## config.mk

```make
export PLATFORM = sky130hd
export DESIGN_NAME = joint_target_smoother
export DESIGN_NICKNAME = d
export VERILOG_FILES = /design/src/jts_pkg.sv /design/src/jts_cfg.sv /design/src/jts_lowpass.sv /design/src/jts_slew.sv /design/src/joint_target_smoother.sv
export SDC_FILE = /design/constraint.sdc
export NUM_CORES = 2
export LEC_CHECK = 0
export BUFFER_PORTS_ARGS = -buffer_cell sky130_fd_sc_hd__clkbuf_2
export CORE_MARGIN = 2
export CORE_UTILIZATION = 58
export DETAILED_ROUTE_END_ITERATION = 7
export HOLD_SLACK_MARGIN = 0.08
export PLACE_DENSITY = 0.77
export SLEW_MARGIN = 5
export SYNTH_ARGS = -nofsm -noshare
export SYNTH_HDL_FRONTEND = slang
export SYNTH_SLANG_ARGS = --single-unit
```

## constraint.sdc

```tcl
create_clock -name i_clk -period 9.65 [get_ports i_clk]
set_input_delay 0.965 -clock i_clk [delete_from_list [all_inputs] [get_ports i_clk]]
set_output_delay 0.965 -clock i_clk [all_outputs]
set_load 0.005 [all_outputs]
```

## src/jts_pkg.sv

```systemverilog
// Shared types, constants and helpers of the joint target smoother.
// Used by every module under src; depends on nothing else.
`default_nettype none

package jts_pkg;

    // Field widths.
    localparam int ANG_W      = 24;
    localparam int ALPHA_W    = 16;
    localparam int STEP_W     = 20;
    localparam int JOINT_W    = 4;
    localparam int NUM_JOINTS = 12;
    localparam int JIDX_W     = $clog2(NUM_JOINTS);
    localparam int CFG_IDX_W  = 4;
    localparam int CFG_DATA_W = 24;

    // Low-pass product: unsigned alpha times a signed difference one bit wider than an angle.
    localparam int DIFF_W = ANG_W + 1;
    localparam int PROD_W = ALPHA_W + 1 + DIFF_W;
    localparam int INC_W  = PROD_W - ALPHA_W;

    typedef logic signed [ANG_W-1:0] t_angle;

    // Configuration register indexes.
    typedef enum logic [CFG_IDX_W-1:0] {
        REG_MAX_STEP     = 4'd0,
        REG_LPF_ALPHA    = 4'd1,
        REG_LOW_ABDUCT   = 4'd2,
        REG_LOW_HIP      = 4'd3,
        REG_LOW_KNEE     = 4'd4,
        REG_HIGH_ABDUCT  = 4'd5,
        REG_HIGH_HIP     = 4'd6,
        REG_HIGH_KNEE    = 4'd7
    } t_cfg_reg;

    // Reset values of the registers.
    localparam logic [STEP_W-1:0]  RST_MAX_STEP    = STEP_W'(786);
    localparam logic [ALPHA_W-1:0] RST_LPF_ALPHA   = ALPHA_W'(1966);
    localparam t_angle             RST_LOW_ABDUCT  = t_angle'(-629146);
    localparam t_angle             RST_LOW_HIP     = t_angle'(-629146);
    localparam t_angle             RST_LOW_KNEE    = t_angle'(-1205862);
    localparam t_angle             RST_HIGH_ABDUCT = t_angle'(629146);
    localparam t_angle             RST_HIGH_HIP    = t_angle'(786432);
    localparam t_angle             RST_HIGH_KNEE   = t_angle'(-262144);

    // Joint types, taken from the joint number modulo three.
    typedef enum logic [1:0] {
        TYPE_ABDUCT = 2'd0,
        TYPE_HIP    = 2'd1,
        TYPE_KNEE   = 2'd2
    } t_joint_type;

    // Register file contents.
    typedef struct packed {
        logic [STEP_W-1:0]  max_step;
        logic [ALPHA_W-1:0] alpha;
        t_angle             low_abduct;
        t_angle             low_hip;
        t_angle             low_knee;
        t_angle             high_abduct;
        t_angle             high_hip;
        t_angle             high_knee;
    } t_cfg;

    // One input item as held in stage one.
    typedef struct packed {
        logic               preload;
        logic [JOINT_W-1:0] joint;
        t_angle             cmd;
        t_angle             stand;
        logic               allowed;
    } t_item;

    // Stage two result handed to the slew stage.
    typedef struct packed {
        logic [JOINT_W-1:0] joint;
        logic               in_range;
        logic               preload;
        t_angle             stand;
        t_angle             clamped;
        t_angle             lp_value;
    } t_lp_res;

    // One result item.
    typedef struct packed {
        logic [JOINT_W-1:0] joint;
        t_angle             filtered;
        t_angle             lowpass;
        logic               limited;
    } t_result;

    // Load and store-write strobes of the pipeline stages.
    typedef struct packed {
        logic ld2;
        logic wr2;
        logic ld3;
        logic wr3;
    } t_pipe_ctl;

    // Joint number modulo three, as a small table.
    function automatic t_joint_type joint_type(input logic [JOINT_W-1:0] joint);
        t_joint_type jt;
        case (joint)
            4'd0, 4'd3, 4'd6, 4'd9, 4'd12, 4'd15: jt = TYPE_ABDUCT;
            4'd1, 4'd4, 4'd7, 4'd10, 4'd13:       jt = TYPE_HIP;
            default:                              jt = TYPE_KNEE;
        endcase
        return jt;
    endfunction

endpackage

`default_nettype wire

```

## src/jts_cfg.sv

```systemverilog
// Configuration register file of the joint target smoother.
// Depends on jts_pkg for the register indexes and reset values.
`default_nettype none

module jts_cfg (
    input  logic                           i_clk,
    input  logic                           i_rst_n,
    input  logic                           i_cfg_wr_en,
    input  logic [jts_pkg::CFG_IDX_W-1:0]  i_cfg_index,
    input  logic [jts_pkg::CFG_DATA_W-1:0] i_cfg_wdata,
    output jts_pkg::t_cfg                  o_cfg
);
    import jts_pkg::*;

    t_cfg r_cfg;

    // Register writes; indexes beyond the list are dropped.
    always_ff @(posedge i_clk) begin
        if (!i_rst_n) begin
            r_cfg.max_step    <= RST_MAX_STEP;
            r_cfg.alpha       <= RST_LPF_ALPHA;
            r_cfg.low_abduct  <= RST_LOW_ABDUCT;
            r_cfg.low_hip     <= RST_LOW_HIP;
            r_cfg.low_knee    <= RST_LOW_KNEE;
            r_cfg.high_abduct <= RST_HIGH_ABDUCT;
            r_cfg.high_hip    <= RST_HIGH_HIP;
            r_cfg.high_knee   <= RST_HIGH_KNEE;
        end else if (i_cfg_wr_en) begin
            case (t_cfg_reg'(i_cfg_index))
                REG_MAX_STEP:    r_cfg.max_step    <= i_cfg_wdata[STEP_W-1:0];
                REG_LPF_ALPHA:   r_cfg.alpha       <= i_cfg_wdata[ALPHA_W-1:0];
                REG_LOW_ABDUCT:  r_cfg.low_abduct  <= t_angle'(i_cfg_wdata[ANG_W-1:0]);
                REG_LOW_HIP:     r_cfg.low_hip     <= t_angle'(i_cfg_wdata[ANG_W-1:0]);
                REG_LOW_KNEE:    r_cfg.low_knee    <= t_angle'(i_cfg_wdata[ANG_W-1:0]);
                REG_HIGH_ABDUCT: r_cfg.high_abduct <= t_angle'(i_cfg_wdata[ANG_W-1:0]);
                REG_HIGH_HIP:    r_cfg.high_hip    <= t_angle'(i_cfg_wdata[ANG_W-1:0]);
                REG_HIGH_KNEE:   r_cfg.high_knee   <= t_angle'(i_cfg_wdata[ANG_W-1:0]);
                default: ;
            endcase
        end
    end

    assign o_cfg = r_cfg;

endmodule

`default_nettype wire

```

## src/jts_lowpass.sv

```systemverilog
// Low-pass stages of the joint target smoother: store read and multiply,
// then rounding add, store update and clamp. Depends on jts_pkg.
`default_nettype none

module jts_lowpass (
    input  logic               i_clk,
    input  logic               i_rst_n,
    input  jts_pkg::t_item     i_s1,
    input  jts_pkg::t_cfg      i_cfg,
    input  jts_pkg::t_pipe_ctl i_ctl,
    output jts_pkg::t_lp_res   o_s2
);
    import jts_pkg::*;

    typedef struct packed {
        logic [JOINT_W-1:0]       joint;
        logic                     in_range;
        logic                     preload;
        logic                     allowed;
        logic                     loaded;
        t_angle                   cmd;
        t_angle                   stand;
        t_angle                   lp_old;
        t_angle                   low;
        t_angle                   high;
        logic signed [PROD_W-1:0] prod;
    } t_s2;

    t_angle r_lp     [NUM_JOINTS];
    logic   r_loaded [NUM_JOINTS];
    t_s2    r_s2;

    logic                     s1_in_range;
    logic [JIDX_W-1:0]        s1_idx;
    t_angle                   s1_lp;
    logic                     s1_loaded;
    logic signed [DIFF_W-1:0] s1_diff;
    logic signed [PROD_W-1:0] s1_prod;
    t_angle                   s1_low;
    t_angle                   s1_high;

    logic [JIDX_W-1:0]        s2_idx;
    logic signed [INC_W-1:0]  s2_sum;
    t_angle                   n_lp;
    logic                     n_loaded;
    t_angle                   s2_target;
    t_angle                   s2_clamped;

    // Stage one: store read, difference and alpha multiply.
    always_comb begin
        s1_in_range = (i_s1.joint < JOINT_W'(NUM_JOINTS));
        s1_idx      = i_s1.joint[JIDX_W-1:0];
        s1_lp       = s1_in_range ? r_lp[s1_idx] : '0;
        s1_loaded   = s1_in_range ? r_loaded[s1_idx] : 1'b0;
        s1_diff     = $signed({i_s1.cmd[ANG_W-1], i_s1.cmd}) - $signed({s1_lp[ANG_W-1], s1_lp});
        s1_prod     = $signed({1'b0, i_cfg.alpha}) * s1_diff;
    end

    // Stage one: limits of this joint's type.
    always_comb begin
        case (joint_type(i_s1.joint))
            TYPE_ABDUCT: begin
                s1_low  = i_cfg.low_abduct;
                s1_high = i_cfg.high_abduct;
            end
            TYPE_HIP: begin
                s1_low  = i_cfg.low_hip;
                s1_high = i_cfg.high_hip;
            end
            default: begin
                s1_low  = i_cfg.low_knee;
                s1_high = i_cfg.high_knee;
            end
        endcase
    end

    // Stage two register.
    always_ff @(posedge i_clk) begin
        if (i_ctl.ld2) begin
            r_s2.joint    <= i_s1.joint;
            r_s2.in_range <= s1_in_range;
            r_s2.preload  <= i_s1.preload;
            r_s2.allowed  <= i_s1.allowed;
            r_s2.loaded   <= s1_loaded;
            r_s2.cmd      <= i_s1.cmd;
            r_s2.stand    <= i_s1.stand;
            r_s2.lp_old   <= s1_lp;
            r_s2.low      <= s1_low;
            r_s2.high     <= s1_high;
            r_s2.prod     <= s1_prod;
        end
    end

    // Stage two: floor of the product over 2^16 plus the rounding bit, added to the old state.
    always_comb begin
        s2_idx = r_s2.joint[JIDX_W-1:0];
        s2_sum = $signed({{(INC_W-ANG_W){r_s2.lp_old[ANG_W-1]}}, r_s2.lp_old})
               + r_s2.prod[PROD_W-1:ALPHA_W]
               + $signed({{(INC_W-1){1'b0}}, r_s2.prod[ALPHA_W-1]});
    end

    // Stage two: next low-pass state and loaded flag.
    always_comb begin
        if (r_s2.preload) begin
            n_lp     = r_s2.stand;
            n_loaded = 1'b0;
        end else if (r_s2.allowed) begin
            n_lp     = r_s2.loaded ? t_angle'(s2_sum[ANG_W-1:0]) : r_s2.cmd;
            n_loaded = 1'b1;
        end else begin
            n_lp     = r_s2.lp_old;
            n_loaded = r_s2.loaded;
        end
    end

    // Stage two: target choice and clamp; the low limit wins only below it.
    always_comb begin
        s2_target = r_s2.allowed ? n_lp : r_s2.stand;
        if ($signed(s2_target) < $signed(r_s2.low)) begin
            s2_clamped = r_s2.low;
        end else if ($signed(s2_target) > $signed(r_s2.high)) begin
            s2_clamped = r_s2.high;
        end else begin
            s2_clamped = s2_target;
        end
    end

    // Low-pass store, written as the item leaves stage two.
    always_ff @(posedge i_clk) begin
        if (!i_rst_n) begin
            for (int k = 0; k < NUM_JOINTS; k++) begin
                r_lp[k]     <= '0;
                r_loaded[k] <= 1'b0;
            end
        end else if (i_ctl.wr2 && r_s2.in_range) begin
            r_lp[s2_idx]     <= n_lp;
            r_loaded[s2_idx] <= n_loaded;
        end
    end

    always_comb begin
        o_s2.joint    = r_s2.joint;
        o_s2.in_range = r_s2.in_range;
        o_s2.preload  = r_s2.preload;
        o_s2.stand    = r_s2.stand;
        o_s2.clamped  = s2_clamped;
        o_s2.lp_value = n_lp;
    end

endmodule

`default_nettype wire

```

## src/jts_slew.sv

```systemverilog
// Slew stage of the joint target smoother: step limit against the slewed
// store and the result fields. Depends on jts_pkg.
`default_nettype none

module jts_slew (
    input  logic                      i_clk,
    input  logic                      i_rst_n,
    input  jts_pkg::t_lp_res          i_s2,
    input  logic [jts_pkg::STEP_W-1:0] i_max_step,
    input  jts_pkg::t_pipe_ctl        i_ctl,
    output jts_pkg::t_result          o_res
);
    import jts_pkg::*;

    t_angle  r_sl [NUM_JOINTS];
    t_lp_res r_s3;

    logic [JIDX_W-1:0]        s3_idx;
    t_angle                   s3_old;
    logic signed [DIFF_W-1:0] s3_delta;
    logic signed [DIFF_W-1:0] s3_step;
    logic                     s3_up;
    logic                     s3_dn;
    t_angle                   n_sl;
    logic                     s3_limited;

    // Stage three register.
    always_ff @(posedge i_clk) begin
        if (i_ctl.ld3) begin
            r_s3 <= i_s2;
        end
    end

    // Difference to the slewed store and the cut to the step size.
    always_comb begin
        s3_idx   = r_s3.joint[JIDX_W-1:0];
        s3_old   = r_s3.in_range ? r_sl[s3_idx] : '0;
        s3_delta = $signed({r_s3.clamped[ANG_W-1], r_s3.clamped})
                 - $signed({s3_old[ANG_W-1], s3_old});
        s3_step  = $signed({{(DIFF_W-STEP_W){1'b0}}, i_max_step});
        s3_up    = (s3_delta > s3_step);
        s3_dn    = (s3_delta < -s3_step);
    end

    // Next slewed value; a preload sets it to the stand angle as is.
    always_comb begin
        if (r_s3.preload) begin
            n_sl       = r_s3.stand;
            s3_limited = 1'b0;
        end else if (s3_up) begin
            n_sl       = s3_old + s3_step[ANG_W-1:0];
            s3_limited = 1'b1;
        end else if (s3_dn) begin
            n_sl       = s3_old - s3_step[ANG_W-1:0];
            s3_limited = 1'b1;
        end else begin
            n_sl       = r_s3.clamped;
            s3_limited = 1'b0;
        end
    end

    // Slewed store, written as the item leaves stage three.
    always_ff @(posedge i_clk) begin
        if (!i_rst_n) begin
            for (int k = 0; k < NUM_JOINTS; k++) begin
                r_sl[k] <= '0;
            end
        end else if (i_ctl.wr3 && r_s3.in_range) begin
            r_sl[s3_idx] <= n_sl;
        end
    end

    // Result fields; a joint number out of range gives zeros.
    always_comb begin
        o_res.joint = r_s3.joint;
        if (r_s3.in_range) begin
            o_res.filtered = n_sl;
            o_res.lowpass  = r_s3.lp_value;
            o_res.limited  = s3_limited;
        end else begin
            o_res.filtered = '0;
            o_res.lowpass  = '0;
            o_res.limited  = 1'b0;
        end
    end

endmodule

`default_nettype wire

```

## src/joint_target_smoother.sv

```systemverilog
// Top level of the joint target smoother: input stage, pipeline control and
// output register. Depends on jts_pkg, jts_cfg, jts_lowpass and jts_slew.

// The block takes one joint update per clock unless stalled and returns one
// result per item, in order: stage one reads the low-pass store and multiplies
// by alpha, stage two rounds, updates the low-pass store and clamps to the
// joint type's limits, stage three applies the step limit against the slewed
// store, and the output register holds the result. The low-pass
// read-modify-write spans the multiply register, so an item for the same joint
// as the item directly ahead of it waits in stage one until that item leaves
// stage two; items on different joints flow at one per cycle when not stalled.
// Stall on the output side backs up stage by stage and drops nothing.
// Configuration writes take effect at once and must be made while no item is
// in flight.
`default_nettype none

module joint_target_smoother (
    input  logic                           i_clk,
    input  logic                           i_rst_n,
    input  logic                           i_cfg_wr_en,
    input  logic [jts_pkg::CFG_IDX_W-1:0]  i_cfg_index,
    input  logic [jts_pkg::CFG_DATA_W-1:0] i_cfg_wdata,
    input  logic                           i_in_valid,
    output logic                           o_in_ready,
    input  logic                           i_action,
    input  logic [jts_pkg::JOINT_W-1:0]    i_joint_index,
    input  logic signed [jts_pkg::ANG_W-1:0] i_command_target,
    input  logic signed [jts_pkg::ANG_W-1:0] i_stand_target,
    input  logic                           i_policy_allowed,
    output logic                           o_out_valid,
    input  logic                           i_out_ready,
    output logic [jts_pkg::JOINT_W-1:0]    o_joint_out,
    output logic signed [jts_pkg::ANG_W-1:0] o_filtered_target,
    output logic signed [jts_pkg::ANG_W-1:0] o_lowpass_value,
    output logic                           o_slew_limited
);
    import jts_pkg::*;

    t_cfg      cfg;
    t_item     r_s1;
    logic      r_v1;
    logic      r_v2;
    logic      r_v3;
    logic      r_vo;
    t_result   r_out;
    t_lp_res   s2_res;
    t_result   s3_res;
    t_pipe_ctl ctl;

    logic in_xfer;
    logic hazard;
    logic adv1;
    logic adv2;
    logic adv3;

    jts_cfg u_cfg (
        .i_clk       (i_clk),
        .i_rst_n     (i_rst_n),
        .i_cfg_wr_en (i_cfg_wr_en),
        .i_cfg_index (i_cfg_index),
        .i_cfg_wdata (i_cfg_wdata),
        .o_cfg       (cfg)
    );

    // Stage advance: next stage empty or moving, and no hazard for stage one.
    always_comb begin
        adv3    = r_v3 && (!r_vo || i_out_ready);
        adv2    = r_v2 && (!r_v3 || adv3);
        hazard  = r_v2 && (r_s1.joint == s2_res.joint);
        adv1    = r_v1 && !hazard && (!r_v2 || adv2);
        in_xfer = i_in_valid && o_in_ready;
        ctl.ld2 = adv1;
        ctl.wr2 = adv2;
        ctl.ld3 = adv2;
        ctl.wr3 = adv3;
    end

    assign o_in_ready = !r_v1 || adv1;

    // Valid bits of the stages and the output register.
    always_ff @(posedge i_clk) begin
        if (!i_rst_n) begin
            r_v1 <= 1'b0;
            r_v2 <= 1'b0;
            r_v3 <= 1'b0;
            r_vo <= 1'b0;
        end else begin
            if (in_xfer) begin
                r_v1 <= 1'b1;
            end else if (adv1) begin
                r_v1 <= 1'b0;
            end
            if (adv1) begin
                r_v2 <= 1'b1;
            end else if (adv2) begin
                r_v2 <= 1'b0;
            end
            if (adv2) begin
                r_v3 <= 1'b1;
            end else if (adv3) begin
                r_v3 <= 1'b0;
            end
            if (adv3) begin
                r_vo <= 1'b1;
            end else if (i_out_ready) begin
                r_vo <= 1'b0;
            end
        end
    end

    // Stage one input register.
    always_ff @(posedge i_clk) begin
        if (in_xfer) begin
            r_s1.preload <= i_action;
            r_s1.joint   <= i_joint_index;
            r_s1.cmd     <= i_command_target;
            r_s1.stand   <= i_stand_target;
            r_s1.allowed <= i_policy_allowed;
        end
    end

    jts_lowpass u_lowpass (
        .i_clk   (i_clk),
        .i_rst_n (i_rst_n),
        .i_s1    (r_s1),
        .i_cfg   (cfg),
        .i_ctl   (ctl),
        .o_s2    (s2_res)
    );

    jts_slew u_slew (
        .i_clk      (i_clk),
        .i_rst_n    (i_rst_n),
        .i_s2       (s2_res),
        .i_max_step (cfg.max_step),
        .i_ctl      (ctl),
        .o_res      (s3_res)
    );

    // Output register.
    always_ff @(posedge i_clk) begin
        if (adv3) begin
            r_out <= s3_res;
        end
    end

    assign o_out_valid       = r_vo;
    assign o_joint_out       = r_out.joint;
    assign o_filtered_target = r_out.filtered;
    assign o_lowpass_value   = r_out.lowpass;
    assign o_slew_limited    = r_out.limited;

    // An item never leaves stage one while stage two holds the same joint.
    a_no_lp_overtake: assert property (@(posedge i_clk) disable iff (!i_rst_n)
        (r_v1 && r_v2 && (r_s1.joint == s2_res.joint)) |-> !ctl.ld2)
        else $error("stage one advanced over a pending low-pass write");

    // A result for a joint out of range carries zero fields.
    a_bad_joint_zero: assert property (@(posedge i_clk) disable iff (!i_rst_n)
        (o_out_valid && (o_joint_out >= JOINT_W'(NUM_JOINTS))) |->
        (o_filtered_target == '0 && o_lowpass_value == '0 && !o_slew_limited))
        else $error("out of range joint gave nonzero result fields");

    // Stage three, when it holds an item and cannot move, keeps it.
    a_stage3_holds: assert property (@(posedge i_clk) disable iff (!i_rst_n)
        (r_v3 && !adv3) |=> r_v3)
        else $error("stage three lost an item under stall");

endmodule

`default_nettype wire
```

* Yosys cells after proc, flatten, opt, wreduce, memory -nomap -nowiden
Memory sizes are Yosys's and may differ from the RTL's. A register that Yosys moved wholly into a read port is not among the register bits.
Cells that the tools add are included.
** Storage, ports and cells
- Register bits after elaboration :: 536
- RAM bits :: 588
- ROM bits :: 32
- Output and inout bits :: 55
- Word-level logic and storage cells :: 144
- Memories :: 4
** Memory list
- u_lowpass.r_lp :: depth 12, width 24, read ports 1, clocked after memory_dff 1, wr ports 12, RTL line jts_lowpass.sv:29 : t_angle r_lp [NUM_JOINTS];
- u_slew.r_sl :: depth 12, width 24, read ports 1, clocked after memory_dff 1, wr ports 12, RTL line jts_slew.sv:15 : t_angle r_sl [NUM_JOINTS];
- (no name shown) :: depth 16, width 2, read ports 1, clocked after memory_dff 1, wr ports 0, RTL line jts_pkg.sv:103 : case (joint)
- u_lowpass.r_loaded :: depth 12, width 1, read ports 1, clocked after memory_dff 1, wr ports 12, RTL line jts_lowpass.sv:30 : logic r_loaded [NUM_JOINTS];
** Cells by class
- $add $sub $neg :: 7
- Multipliers :: 1
- Magnitude comparators :: 5
- Eq/ne operators :: 9
- Mux-type cells :: 44
- Bitwise logic cells :: 1
- Reduce and logical (&&, ||, !) cells :: 36
** Operator list (number)
- 24-bit 2-to-1 mux :: 13
- 24-bit one-hot mux with 2 select lines :: 2
- 24-bit by 24-bit subtractor with 25-bit output :: 2
- 24-bit OR reduction :: 2
- 17-bit by 25-bit multiplier with 40-bit output :: 1
- 25-bit by 21-bit > comparator with 1-bit output :: 1
- 25-bit < comparator :: 1
- 20-bit negator with 25-bit output :: 1
- 24-bit by 1-bit adder with 24-bit output :: 1
- 24-bit by 20-bit adder with 24-bit output :: 1
- 24-bit adder :: 1
- 24-bit > comparator :: 1
- 24-bit < comparator :: 1
- 4-bit 2-to-1 mux :: 6
- 24-bit by 20-bit subtractor with 24-bit output :: 1
- 1-bit 2-to-1 mux :: 23
- 4-bit by 3-bit == test with 1-bit output (second input constant) :: 4
- 2-bit AND reduction :: 8
- 4-bit by 2-bit == test with 1-bit output (second input constant) :: 2
- 1-bit logical AND :: 8
- 2-bit nonzero test :: 4
- 1-bit logical NOT :: 6
- 4-bit by 1-bit == test with 1-bit output (second input constant) :: 1
- 4-bit == test :: 1
- other kinds (8) :: 11

* Logic depth before layout (Yosys ltp)
- Depth after elaboration :: 11
- Gate-level depth with buffers :: 42
- Depth with buffers taken out :: 39

* By module
A second synthesis with hierarchy kept.
** Second synthesis, totals
- Cells, all modules :: 6506
- Area total of the unflattened synthesis :: 73400.4 um2
** Modules (own cells, without submodules)
- jts_lowpass :: times used 1, cells an instance 3678, area each 38075.3 um2, seq. area each 13482.9 um2
- jts_slew :: times used 1, cells an instance 1980, area each 24979.0 um2, seq. area each 13953.4 um2
- jts_cfg :: times used 1, cells an instance 711, area each 6860.3 um2, seq. area each 3603.5 um2
- joint_target_smoother :: times used 1, cells an instance 137, area each 3485.8 um2, seq. area each 3293.2 um2

* Worst setup path before layout
OpenSTA, ideal clock, no wires.
- Path kind :: reg2reg
- From :: register (tool-made name)
- To :: register u_lowpass.r_s2[39] (netlist bit), data pin
- Data arrival time :: 9.919 ns
- Path slack :: -0.527 ns
- Stages on the path, launching flop included :: 43
- Buffers on the path :: 4
- Period minus slack after synthesis :: 10.177 ns
- Cell sequence :: dfxtp_1 -> clkbuf_1 -> buf_1 -> buf_1 -> mux4_2 -> mux2i_1 -> nand2_1 -> o211ai_1 -> ha_1 -> nor2b_1 -> o21a_1 -> o21ai_0 -> a2111oi_0 -> nor3_1 -> o31ai_1 -> a21oi_1 -> o21bai_1 -> a21oi_1 -> (+7 left out) -> inv_1 -> fa_1 -> fa_1 -> inv_1 -> fa_1 -> inv_1 -> ha_1 -> a21o_1 -> a21o_1 -> a221oi_1 -> a2bb2oi_1 -> o21ai_0 -> a41o_1 -> a21oi_1 -> a21oi_1 -> a21oi_1 -> xnor2_1 -> xnor2_1
** RTL lines
- to (decl) :: RTL line jts_lowpass.sv:31 : t_s2 r_s2;

==> reports/summary.txt <==
cell types occupying the most area after synthesis: sky130_fd_sc_hd__edfxtp_1, sky130_fd_sc_hd__fa_1, sky130_fd_sc_hd__mux4_2
Post-synth top flop: sky130_fd_sc_hd__edfxtp_1
average via count per standard cell: 6.15
PnR worst setup slack: 0.0340 ns
met1 demand-to-capacity share in global routing: 0.416
total congestion overflow: 0
maximum fanout count along the critical path: 6
top-count cell post-synth: sky130_fd_sc_hd__edfxtp_1
Commonest cells post-synth: sky130_fd_sc_hd__edfxtp_1, sky130_fd_sc_hd__nand2_1, sky130_fd_sc_hd__nor2_1, sky130_fd_sc_hd__inv_1, sky130_fd_sc_hd__fa_1
Routability Congestion: 0.997
Critical-path top delay cell: sky130_fd_sc_hd__fa_1
aggregate routed wire length: 218000 um
CP delay by family, top: adder cells
number of standard-cell rows in the floorplan: 133
library cell used as clock root buffer: sky130_fd_sc_hd__clkbuf_16
most area-hungry cell type in the Yosys netlist: sky130_fd_sc_hd__edfxtp_1
busiest metal layer after global routing: met2
maximum capacitance violations: 0
worst path arrival time: 10.13 ns
fraction of final layout cells sized beyond drive strength 1: 0.164
class of the tightest hold or removal check: in -> reg
Max stage delay on crit path: 0.57 ns
area overhead of the layout relative to synthesis: 12.2%
setup skew after layout: 0.0407 ns
post-synthesis sequential area ratio: 0.489
Remaining DRCs: 0
final max-slew violation count: 0
First-pass DRT Iterations: 8
Synthesized Nets: 7426
Iteration-0 DRC Markers: 6643
per-cell routed wire length: 24.9 um
Clock Path Buffers: 3
achievable frequency: 0.104 GHz
FILL cells: 9662
via count of the first global-routing pass: 54300
count of final hold-check violations: 0
clock-pin transition on the worst setup and hold timing paths: 0.06 ns
antenna-violating nets left: 0
Total GRT Usage: 0.322
transition time at the pin with the least slew margin: 1.30 ns
number of buffers inserted during clock tree synthesis: 137
Ports: 142
quantity of hold-fixing buffers added after cts: 0
Final TNS setup: 0 ns
die span in y: 367 um
initial cell density of the core: 0.583
met2 Resource Use GR: 0.522
outcome: complete, no violations
proportion of synthesized flip-flops having asynchronous set or reset: 0
startpoint-to-endpoint class of the critical path: reg -> reg
half-perimeter wire length of the detailed placement result: 150000 um
overall die area: 135000 um^2
antenna violations before repair: 7
area of the mapped netlist: 76400 um^2
final setup fails: 0
Post-Syn Area per Cell: 11.5 um^2
largest net degree at the start of global routing: 127
worst path buffer plus inverter count: 6
Cells after Synth: 6654
number of enable-type register cells in the synthesized netlist: 1106
port buffer count: 141
TritonCTS clock tree: done
insertion delay of the later-clocked pin in the worst-skew pair: 0.79 ns
core region area: 131000 um^2
first-pass GRT wire length: 326000 um
Synth top area share: 0.435
CP required: 10.16 ns
Unique masters post-synth: 113
H-tree level count: 4
final critical-path share of the clock period: 0.996
Yosys warning total: 0
clk sinks: 1312
worst slew margin relative to its limit: 0.136
CP Launch Type: flip-flop
GR Layer Usage met3: 0.0633
Net count, final: 7666
worst slack at placement: -0.331 ns
post-layout minimum cycle time: 9.62 ns
routed via count: 53900
Critical Path Sink Type: flip-flop
die boundary width: 367 um
Critical Path Most Common Cell: sky130_fd_sc_hd__fa_1
Seq cells post-synth: 1312
setup repair after global routing missed its margin: true
==> path summary, 6_finish.rpt <==
path                       from                           end  slack [ns]  depth (start not counted)
max                   flip-flop  u_lowpass.r_s2[39]$_DFFE_PP_        0.03                         38
min                    i_action            r_s1[53]$_DFFE_PP_        0.36                          1
max reg2reg           flip-flop  u_lowpass.r_s2[39]$_DFFE_PP_        0.03                         38
min reg2reg  r_s1[13]$_DFFE_PP_  u_lowpass.o_s2[60]$_DFFE_PP_        0.42                          0
==> worst reg2reg max path, delay by kind of cell (launching register included) <==
kind	cells	cell delay [ns]
fa+ha+maj	9	3.71
compound gates	15	2.47
mux	2	1.03
buf+inv	6	0.87
xor+xnor	3	0.46
simple gates	3	0.43
flops	1	0.40
==> state kept, by name, indices dropped and copies added, names as in the netlist, named ones only <==
| name | flops |
|---|---|
| u_lowpass.r_lp | 384 |
| u_slew.r_sl | 384 |
| u_cfg.o_cfg | 180 |
| u_lowpass.r_s2 | 123 |
| u_slew.r_s3 | 74 |
| r_s1 | 54 |
| u_lowpass.o_s2 | 26 |
| o_filtered_target | 24 |
| o_lowpass_value | 24 |
| u_lowpass.r_loaded | 12 |
| o_joint_out | 4 |
| u_lowpass.s2_idx | 4 |
| u_slew.s3_idx | 4 |
| o_out_valid | 1 |
| o_slew_limited | 1 |
| r_v1 | 1 |
| r_v2 | 1 |
| r_v3 | 1 |
==> cell families (layout without fill, tap and decap cells) <==
| group | count (synthesis) | in the layout | share of synthesized area |
|---|---|---|---|
| flops | 1312 | 1312 | 0.489 |
| fa+ha+maj | 685 | 685 | 0.150 |
| compound gates | 860 | 860 | 0.0766 |
| xor+xnor | 114 | 114 | 0.0131 |
| other cells | 0 | 1 | 0 |
| simple gates | 2207 | 2207 | 0.130 |
| mux | 403 | 403 | 0.0867 |
| buf+inv | 1073 | 1423 | 0.0552 |
==> layout make-up <==
| cell class | instances | area, um^2 | area share |
|---|---|---|---|
| flip-flops and latches | 1312 | 37400 | 0.436 |
| well taps | 1755 | 2200 | 0.0256 |
| multi-input cells | 4269 | 35300 | 0.412 |
| diodes | 1 | 2.50 | 0.0000292 |
| clock buffers | 186 | 3780 | 0.0441 |
| repair buffers | 510 | 3890 | 0.0453 |
| inverters | 664 | 2490 | 0.0291 |
| clock inverters | 63 | 671 | 0.00782 |
==> per-stage QoR <==
step	instance area [um^2]	utilization	std cells	hold WS, ns
floorplan	76400	-	6654	0.400
global placement	80400	0.613	8475	0.404
detailed placement	80400	0.613	8475	0.405
CTS	85000	0.648	8726	0.324
global route	85700	0.654	8759	0.345
finish	85700	0.654	8760	0.361
==> layer usage <==
| layer | wire (um) | vias to the layer above |
|---|---|---|
| li1 | - | 23400 |
| met1 | 79400 | 26700 |
| met2 | 104000 | 3112 |
| met3 | 22100 | 654 |
| met4 | 12800 | 4 |
| met5 | 17 | - |
==> cells in the final DEF (no fill, tap or decap), types with 17 or more instances in the layout <==
cell type,netlist,layout
sky130_fd_sc_hd__a211oi_1,31,30
sky130_fd_sc_hd__a21boi_0,111,110
sky130_fd_sc_hd__a21o_1,52,52
sky130_fd_sc_hd__a21oi_1,233,220
sky130_fd_sc_hd__a21oi_2,10,21
sky130_fd_sc_hd__a31oi_1,21,20
sky130_fd_sc_hd__and2_1,227,221
sky130_fd_sc_hd__and3_1,22,17
sky130_fd_sc_hd__buf_12,0,19
sky130_fd_sc_hd__buf_4,31,331
sky130_fd_sc_hd__clkbuf_1,318,38
sky130_fd_sc_hd__clkbuf_16,0,146
sky130_fd_sc_hd__clkbuf_2,1,140
sky130_fd_sc_hd__clkinv_1,2,25
sky130_fd_sc_hd__dfxtp_1,206,196
sky130_fd_sc_hd__edfxtp_1,1106,1106
sky130_fd_sc_hd__fa_1,383,374
sky130_fd_sc_hd__ha_1,302,295
sky130_fd_sc_hd__inv_1,649,639
sky130_fd_sc_hd__inv_2,13,22
sky130_fd_sc_hd__mux2_2,50,50
sky130_fd_sc_hd__mux2i_1,146,144
sky130_fd_sc_hd__mux4_2,200,200
sky130_fd_sc_hd__nand2_1,837,834
sky130_fd_sc_hd__nand2b_1,57,57
sky130_fd_sc_hd__nand3_1,126,125
sky130_fd_sc_hd__nand4_1,30,30
sky130_fd_sc_hd__nor2_1,654,650
sky130_fd_sc_hd__nor2b_1,65,60
sky130_fd_sc_hd__nor3_1,90,86
sky130_fd_sc_hd__o211ai_1,42,42
sky130_fd_sc_hd__o21a_1,32,32
sky130_fd_sc_hd__o21ai_0,165,154
sky130_fd_sc_hd__or3_1,22,22
sky130_fd_sc_hd__xnor2_1,85,81
sky130_fd_sc_hd__xor2_1,29,28
==> repair_timing <==
item / in CTS / in global routing
gates resized for setup: 9 / 109
pin swaps: 2 / 58
endpoints found under the hold margin: 0 / 0
gates cloned: 1 / 4
setup endpoints to repair: 8 / 19
setup buffers: 1 / 29
Power is left out: the tool's default activity adds up to more than one toggle a clock period on the data nets, which glitch-free logic cannot reach.
